[src/vp8d_pkg.sv]
// Package: beat types and descriptor constants for the VP8 RTP payload deframer.
`timescale 1ns / 1ps
`default_nettype none
package vp8d_pkg;

    localparam logic [7:0] SYNC_MASK  = 8'h1F;
    localparam logic [7:0] SYNC_VALUE = 8'h10;
    localparam logic [7:0] BIT_X      = 8'h80;
    localparam logic [7:0] BIT_I      = 8'h80;
    localparam logic [7:0] BIT_L      = 8'h40;
    localparam logic [7:0] BIT_TK     = 8'h30;
    localparam logic [7:0] BIT_M      = 8'h80;
    localparam logic [7:0] BIT_INTER  = 8'h01;

    localparam logic [1:0] POS_LAST   = 2'd3;
    localparam logic [2:0] DESC_RESET = 3'd1;

    typedef enum logic {
        KIND_DATA  = 1'b0,
        KIND_ABORT = 1'b1
    } result_kind_t;

    typedef struct packed {
        logic [7:0] payload_byte;
        logic       packet_first;
        logic       packet_last;
        logic       marker_bit;
        logic       discontinuity;
    } in_beat_t;

    typedef struct packed {
        result_kind_t result_kind;
        logic [7:0]   frame_byte;
        logic         frame_end;
        logic         is_keyframe;
    } out_beat_t;

    typedef struct packed {
        logic      valid;
        out_beat_t beat;
    } step_result_t;

endpackage
`default_nettype wire

[src/vp8d_parser.sv]
// Descriptor parser and frame tracker: state registers and per-beat next-state logic.
`timescale 1ns / 1ps
`default_nettype none
module vp8d_parser
    import vp8d_pkg::*;
(
    input  wire logic         clk,
    input  wire logic         rst_n,
    input  wire logic         step,
    input  wire in_beat_t     beat,
    output step_result_t      outcome
);

    logic       frame_started_reg, frame_started_next;
    logic       frame_has_bytes_reg, frame_has_bytes_next;
    logic [1:0] byte_position_reg, byte_position_next;
    logic [2:0] descriptor_length_reg, descriptor_length_next;
    logic       picture_id_present_reg, picture_id_present_next;
    logic       packet_skipped_reg, packet_skipped_next;
    logic       packet_payload_seen_reg, packet_payload_seen_next;
    logic       delta_frame_reg, delta_frame_next;

    always_comb
    begin
        logic [1:0] pos;
        logic [2:0] dl;
        logic       abort_out;
        logic       data_out;
        logic       end_out;
        logic [7:0] b;

        b         = beat.payload_byte;
        abort_out = 1'b0;
        data_out  = 1'b0;
        end_out   = 1'b0;

        pos                      = byte_position_reg;
        dl                       = descriptor_length_reg;
        picture_id_present_next  = picture_id_present_reg;
        packet_skipped_next      = packet_skipped_reg;
        packet_payload_seen_next = packet_payload_seen_reg;
        frame_started_next       = frame_started_reg;
        frame_has_bytes_next     = frame_has_bytes_reg;
        delta_frame_next         = delta_frame_reg;

        if (beat.packet_first)
        begin
            pos                      = 2'd0;
            dl                       = DESC_RESET;
            picture_id_present_next  = 1'b0;
            packet_skipped_next      = 1'b0;
            packet_payload_seen_next = 1'b0;
            if (beat.discontinuity)
            begin
                abort_out            = frame_has_bytes_next;
                frame_started_next   = 1'b0;
                frame_has_bytes_next = 1'b0;
            end
        end

        if (!packet_skipped_next && pos == 2'd0 && !frame_started_next)
        begin
            if ((b & SYNC_MASK) != SYNC_VALUE)
                packet_skipped_next = 1'b1;
            else
                frame_started_next = 1'b1;
        end

        if (!packet_skipped_next)
        begin
            if (dl != 3'd0)
            begin
                dl = dl - 3'd1;
                case (pos)
                    2'd0:
                    begin
                        if ((b & BIT_X) != 8'h00)
                            dl = dl + 3'd1;
                    end
                    2'd1:
                    begin
                        if ((b & BIT_I) != 8'h00)
                        begin
                            dl = dl + 3'd1;
                            picture_id_present_next = 1'b1;
                        end
                        if ((b & BIT_L) != 8'h00)
                            dl = dl + 3'd1;
                        if ((b & BIT_TK) != 8'h00)
                            dl = dl + 3'd1;
                    end
                    2'd2:
                    begin
                        if (picture_id_present_next && (b & BIT_M) != 8'h00)
                            dl = dl + 3'd1;
                    end
                    default:
                    begin
                        dl = dl;
                    end
                endcase
            end
            else
            begin
                data_out                 = 1'b1;
                packet_payload_seen_next = 1'b1;
                if (!frame_has_bytes_next)
                    delta_frame_next = ((b & BIT_INTER) != 8'h00);
                frame_has_bytes_next = 1'b1;
                if (beat.packet_last && beat.marker_bit)
                begin
                    end_out              = 1'b1;
                    frame_started_next   = 1'b0;
                    frame_has_bytes_next = 1'b0;
                end
            end
            if (beat.packet_last && !packet_payload_seen_next)
            begin
                abort_out            = abort_out | frame_has_bytes_next;
                frame_started_next   = 1'b0;
                frame_has_bytes_next = 1'b0;
            end
        end

        if (beat.packet_last)
            packet_skipped_next = 1'b1;

        byte_position_next     = (pos == POS_LAST) ? POS_LAST : pos + 2'd1;
        descriptor_length_next = dl;

        outcome.valid = abort_out | data_out;
        if (abort_out)
        begin
            outcome.beat.result_kind = KIND_ABORT;
            outcome.beat.frame_byte  = 8'h00;
            outcome.beat.frame_end   = 1'b0;
            outcome.beat.is_keyframe = 1'b0;
        end
        else
        begin
            outcome.beat.result_kind = KIND_DATA;
            outcome.beat.frame_byte  = data_out ? b : 8'h00;
            outcome.beat.frame_end   = end_out;
            outcome.beat.is_keyframe = end_out & ~delta_frame_next;
        end
    end

    always_ff @(posedge clk or negedge rst_n)
    begin
        if (!rst_n)
        begin
            frame_started_reg       <= 1'b0;
            frame_has_bytes_reg     <= 1'b0;
            byte_position_reg       <= 2'd0;
            descriptor_length_reg   <= DESC_RESET;
            picture_id_present_reg  <= 1'b0;
            packet_skipped_reg      <= 1'b0;
            packet_payload_seen_reg <= 1'b0;
            delta_frame_reg         <= 1'b0;
        end
        else if (step)
        begin
            frame_started_reg       <= frame_started_next;
            frame_has_bytes_reg     <= frame_has_bytes_next;
            byte_position_reg       <= byte_position_next;
            descriptor_length_reg   <= descriptor_length_next;
            picture_id_present_reg  <= picture_id_present_next;
            packet_skipped_reg      <= packet_skipped_next;
            packet_payload_seen_reg <= packet_payload_seen_next;
            delta_frame_reg         <= delta_frame_next;
        end
    end

endmodule
`default_nettype wire

[src/vp8_rtp_payload_deframer.sv]
// Top level of the VP8 RTP payload deframer: input register, parser, result register.
//
//   channel   direction  handshake                      beat
//   item      in         item_valid / item_stall        in_beat_t
//   result    out        result_valid / result_stall    out_beat_t
//
// One beat per cycle sustained while result_stall is low; an accepted beat goes
// through the input register, then the result register.
// Beats that yield nothing (descriptor bytes, skipped packets) leave no result.
// Reset clears both registers' valid flags and the parser state.
// result_stall holds the result register and, once the input register is full, item_stall.
`timescale 1ns / 1ps
`default_nettype none
module vp8_rtp_payload_deframer
    import vp8d_pkg::*;
(
    input  wire logic      clk,
    input  wire logic      rst_n,
    input  wire in_beat_t  item,
    input  wire logic      item_valid,
    output logic           item_stall,
    output out_beat_t      result,
    output logic           result_valid,
    input  wire logic      result_stall
);

    logic         hold_valid_reg, hold_valid_next;
    in_beat_t     hold_reg;
    logic         res_valid_reg, res_valid_next;
    out_beat_t    res_reg;
    logic         advance;
    logic         accept;
    step_result_t outcome;

    assign advance    = hold_valid_reg & (~res_valid_reg | ~result_stall);
    assign item_stall = hold_valid_reg & ~advance;
    assign accept     = item_valid & ~item_stall;

    vp8d_parser u_parser (
        .clk     (clk),
        .rst_n   (rst_n),
        .step    (advance),
        .beat    (hold_reg),
        .outcome (outcome)
    );

    always_comb
    begin
        if (accept)
            hold_valid_next = 1'b1;
        else if (advance)
            hold_valid_next = 1'b0;
        else
            hold_valid_next = hold_valid_reg;

        if (advance)
            res_valid_next = outcome.valid;
        else if (res_valid_reg && !result_stall)
            res_valid_next = 1'b0;
        else
            res_valid_next = res_valid_reg;
    end

    always_ff @(posedge clk or negedge rst_n)
    begin
        if (!rst_n)
        begin
            hold_valid_reg <= 1'b0;
            res_valid_reg  <= 1'b0;
        end
        else
        begin
            hold_valid_reg <= hold_valid_next;
            res_valid_reg  <= res_valid_next;
        end
    end

    always_ff @(posedge clk)
    begin
        if (accept)
            hold_reg <= item;
        if (advance && outcome.valid)
            res_reg <= outcome.beat;
    end

    assign result       = res_reg;
    assign result_valid = res_valid_reg;

endmodule
`default_nettype wire

[config.mk]
export PLATFORM = sky130hd
export DESIGN_NAME = vp8_rtp_payload_deframer
export DESIGN_NICKNAME = d
export VERILOG_FILES = /design/src/vp8d_pkg.sv /design/src/vp8d_parser.sv /design/src/vp8_rtp_payload_deframer.sv
export SDC_FILE = /design/constraint.sdc
export NUM_CORES = 1
export LEC_CHECK = 0
export ABC_AREA = 0
export ABC_CLOCK_PERIOD_IN_PS = 7870
export BUFFER_PORTS_ARGS = -buffer_cell sky130_fd_sc_hd__buf_2
export CELL_PAD_IN_SITES_DETAIL_PLACEMENT = 1
export CELL_PAD_IN_SITES_GLOBAL_PLACEMENT = 2
export CORE_MARGIN = 2
export CORE_UTILIZATION = 39
export CTS_BUF_LIST = sky130_fd_sc_hd__clkbuf_4 sky130_fd_sc_hd__clkbuf_8 sky130_fd_sc_hd__clkbuf_16
export CTS_CLUSTER_DIAMETER = 50
export DETAILED_ROUTE_END_ITERATION = 8
export MAX_ROUTING_LAYER = met4
export PLACE_DENSITY_LB_ADDON = 0.05
export SLEW_MARGIN = 20
export SYNTH_ARGS = -nofsm -noshare
export SYNTH_HDL_FRONTEND = slang
export SYNTH_SLANG_ARGS = --single-unit
[constraint.sdc]
create_clock -name clk -period 7.87 [get_ports clk]
set_input_delay 0.3935 -clock clk [delete_from_list [all_inputs] [get_ports clk]]
set_output_delay 0.3935 -clock clk [all_outputs]
set_load 0.005 [all_outputs]
==> impl_summary.txt <==
----------------------------------------------------
[Outcome]
  Run status ... complete, no violations

[Floorplanning]
  Floorplan die width ... 73.6 microns
  Row Count ... 25
  Core Box Area ... 4690 sq um
  Area enclosed by the die boundary ... 5410 sq um
  Initial core utilization ... 40.2%
  Top-level I/O count ... 29
  Die boundary height ... 73.6 microns

[Yosys]
  Warning count from the yosys run ... 0
  Post-synthesis instance area ... 1890 sq um
  Per-instance average area after synthesis ... 10.8 sq um
  Proportion of synthesized chip area in sequential cells ... 53.9%
  Net count after synthesis ... 193
  Count of distinct cell types in the synthesized netlist ... 47
  Count of mapped cells out of synthesis ... 175
  Number of synthesized register bits ... 36
  Share of synthesized flip-flops with an asynchronous set or reset ... 36.1%
  Leading register cell type out of synthesis ... sky130_fd_sc_hd__edfxtp_1
  EDFF count, synth ... 23

[Setup path]
  Crit Reg-Reg Startpoint ... hold_reg[3]$_DFFE_PP_
  Beginning of the critical path ... hold_reg[3]$_DFFE_PP_
  Required time at the endpoint of the critical path ... 7.79 ns
  Data arrival time of the critical path ... 2.91 ns
  Crit path kind ... flop to flop
  Nature of the critical path endpoint ... flop
  Crit path max fanout ... 20
  Kind of start point of the critical path ... flop

[Timing]
  Total count of hold-check failures in the final report ... 0
  Setup_tns ... 0 ns
  Max Slew Vio Count ... 0
  Unrepaired setup endpoints after global routing ... no
  Worst slew pin tran ... 0.865 ns
  Top achievable clock speed ... 334 MHz
  Final setup violation count ... 0
  Post-layout minimum cycle time ... 2.99 ns
  Worst Hold Slack ... 0.275 ns
  Tcrit/Tclk final ... 38.0%
  Rel. slew slack ... 42.1%
  Worst-case clock skew ... 0.00420 ns

[Clock network]
  Number of buffers inserted during clock tree synthesis ... 5
  Cell at the root of the clock tree ... sky130_fd_sc_hd__clkbuf_8
  Number of post-CTS setup repair buffers ... 0
  Clock buffer depth ... 2
  Post-cts repair resize count ... 0
  Clk sinks ... 36
  Clk slew on worst S/H paths ... 0.07 ns
  TritonCTS clock tree ... built
  Hold buffers post-CTS ... 1
  CTS HTree Levels ... 2
  Source-to-sink clock delay at the later pin of the worst-skew pair ... 0.29 ns

[Min path]
  Hold path startpoint ... item[5]
  Min-delay worst type ... input port to flop

[Placement]
  Port buffer count ... 28
  RePlAce Congestion ... 0.848
  Post-DP HPWL ... 3300 microns
  Placed cell areas ... 2060 sq um

[Power and ir drop]
  Areal power density over the cells ... 223 nW/um^2
  Power, Total ... 0.000488 W
  Static leakage power ... 0.856 nW
  Max IR drop VDD ... 130 uV

[GRT]
  Overall routing resource usage ... 18.9%
  Initial antenna violation count ... 0
  Congestion Overflow GR ... 0
  First-pass GRT wire length ... 7210 microns
  Number of global-route vias before repair ... 1,484
  Pin count of the biggest net entering global routing ... 21

[Final layout]
  Number of fillers in the final layout ... 531
  Post-route core utilization ... 46.5%
  Layout cell share with drive strength beyond 1 ... 22.0%
  Layout overhead on the synthesized area ... 15.6%
  Number of flip-flops under the largest register name ... 12
  Antenna diode instance count ... 0
  Finished layout cell area ... 2180 sq um
  Final-stage net count ... 222

[Detailed routing]
  Number of antenna-violating nets in the routed design ... 0
  Total number of vias ... 1,451
  Vias per inst ... 5.60
  Number of detailed-routing iterations run before antenna repair ... 4
  Number of DRC markers in iteration 0 ... 77
  Average detailed-routed wire length per instance ... 16.8 microns
  Final wirelength ... 4360 microns
  Post-route DRC violation count ... 0

[Job]
  # Max-Cap Violations ... 0

----------------------------------------------------
power breakdown:
part	total [W]	switching [W]	internal [W]
registers	0.000243	0.0000233	0.000220
clock network	0.000159	0.0000658	0.0000936
logic	0.0000849	0.0000480	0.0000370
total	0.000488	0.000137	0.000351
area by class of cell:
type | count | area [sq um] | share of cell area [%]
clock buffer | 5 | 68.8 | 3.15
clock inverter | 3 | 42.5 | 1.95
inverter | 8 | 30.0 | 1.38
multi-input combinational | 124 | 807 | 37.0
sequential | 36 | 1020 | 46.6
tap | 54 | 67.6 | 3.09
timing repair buffer | 29 | 150 | 6.88
synth_stat cells (all sizes together), types with 3 or more instances:
master,instances,share of area [%]
nand4,3,0.99
clkbuf,4,0.79
edfxtp,23,37
nand2,19,3.8
a21oi,12,3.8
dfrtp,12,16
nand3,7,1.9
xnor2,3,1.4
buf,3,0.99
and2,9,3.0
nand2b,4,1.3
nor2,9,1.8
a21boi,3,1.2
a211oi,4,1.6
nor3,7,1.9
o21ai,10,2.8
a31oi,3,0.99
inv,8,1.6
routing by layer:
layer / wire [microns] / track usage [%] / part of all wire, %
met4: 102 / 10.1 / 2.3
met1: 1910 / 22.8 / 44
met2: 2230 / 29.5 / 51
met3: 116 / 4.25 / 2.7
met5: 0 / - / 0
layout by cell type, fill, tap and decap left out, drive strengths merged, types with 3 or more instances in the layout:
| master | n |
|---|---|
| a211oi | 4 |
| a21boi | 3 |
| a21oi | 12 |
| a31oi | 3 |
| and2 | 9 |
| buf | 28 |
| clkbuf | 5 |
| dfrtp | 12 |
| edfxtp | 23 |
| inv | 8 |
| nand2 | 19 |
| nand2b | 4 |
| nand3 | 7 |
| nand4 | 3 |
| nor2 | 9 |
| nor3 | 7 |
| o21ai | 10 |
| xnor2 | 3 |
logic make-up (layout without fill, tap and decap cells):
family / count (synthesis) / count (layout) / share of synthesized area (%)
AOI/OAI and AO/OA: 48 / 48 / 18.5
xor gates and xnor gates: 6 / 6 / 3.51
adders and majority gates: 2 / 2 / 1.33
buffers and inverters: 15 / 45 / 3.38
DFF: 36 / 36 / 53.9
muxes: 3 / 3 / 1.92
and+or+nand+nor: 65 / 65 / 17.5
metrics by stage:
step,setup slack (ns),instances
after floorplan,5.36,175
after global placement,4.96,250
after detailed placement,4.90,250
after CTS,4.87,259
after global routing,4.62,259
final,4.88,259
worst max-delay path, cell delays in order (launching register included):
cell and delay (ns):
sky130_fd_sc_hd__edfxtp_1 0.75, sky130_fd_sc_hd__inv_1 0.36, sky130_fd_sc_hd__nand2_1 0.14, sky130_fd_sc_hd__ha_1 0.32, sky130_fd_sc_hd__inv_1 0.16, sky130_fd_sc_hd__o21ai_0 0.11, sky130_fd_sc_hd__a21boi_1 0.10, sky130_fd_sc_hd__nor2_1 0.67
final timing paths:
check | endpoint | slack, ns | depth (start not counted)
min in group asynchronous | u_parser.descriptor_length_reg[1]$_DFFE_PN0P_ | 0.52 | 2
setup reg to reg | result[9]$_SDFFCE_PP0P_ | 4.88 | 7
hold reg to reg | u_parser.delta_frame_reg$_DFFE_PN0P_ | 0.52 | 1
max in group asynchronous | u_parser.descriptor_length_reg[0]$_DFFE_PN1P_ | 7.06 | 2
setup / recovery | result[9]$_SDFFCE_PP0P_ | 4.88 | 7
hold / removal | hold_reg[5]$_DFFE_PP_ | 0.27 | 1
No activity file was read; power rests on OpenSTA's default activity.
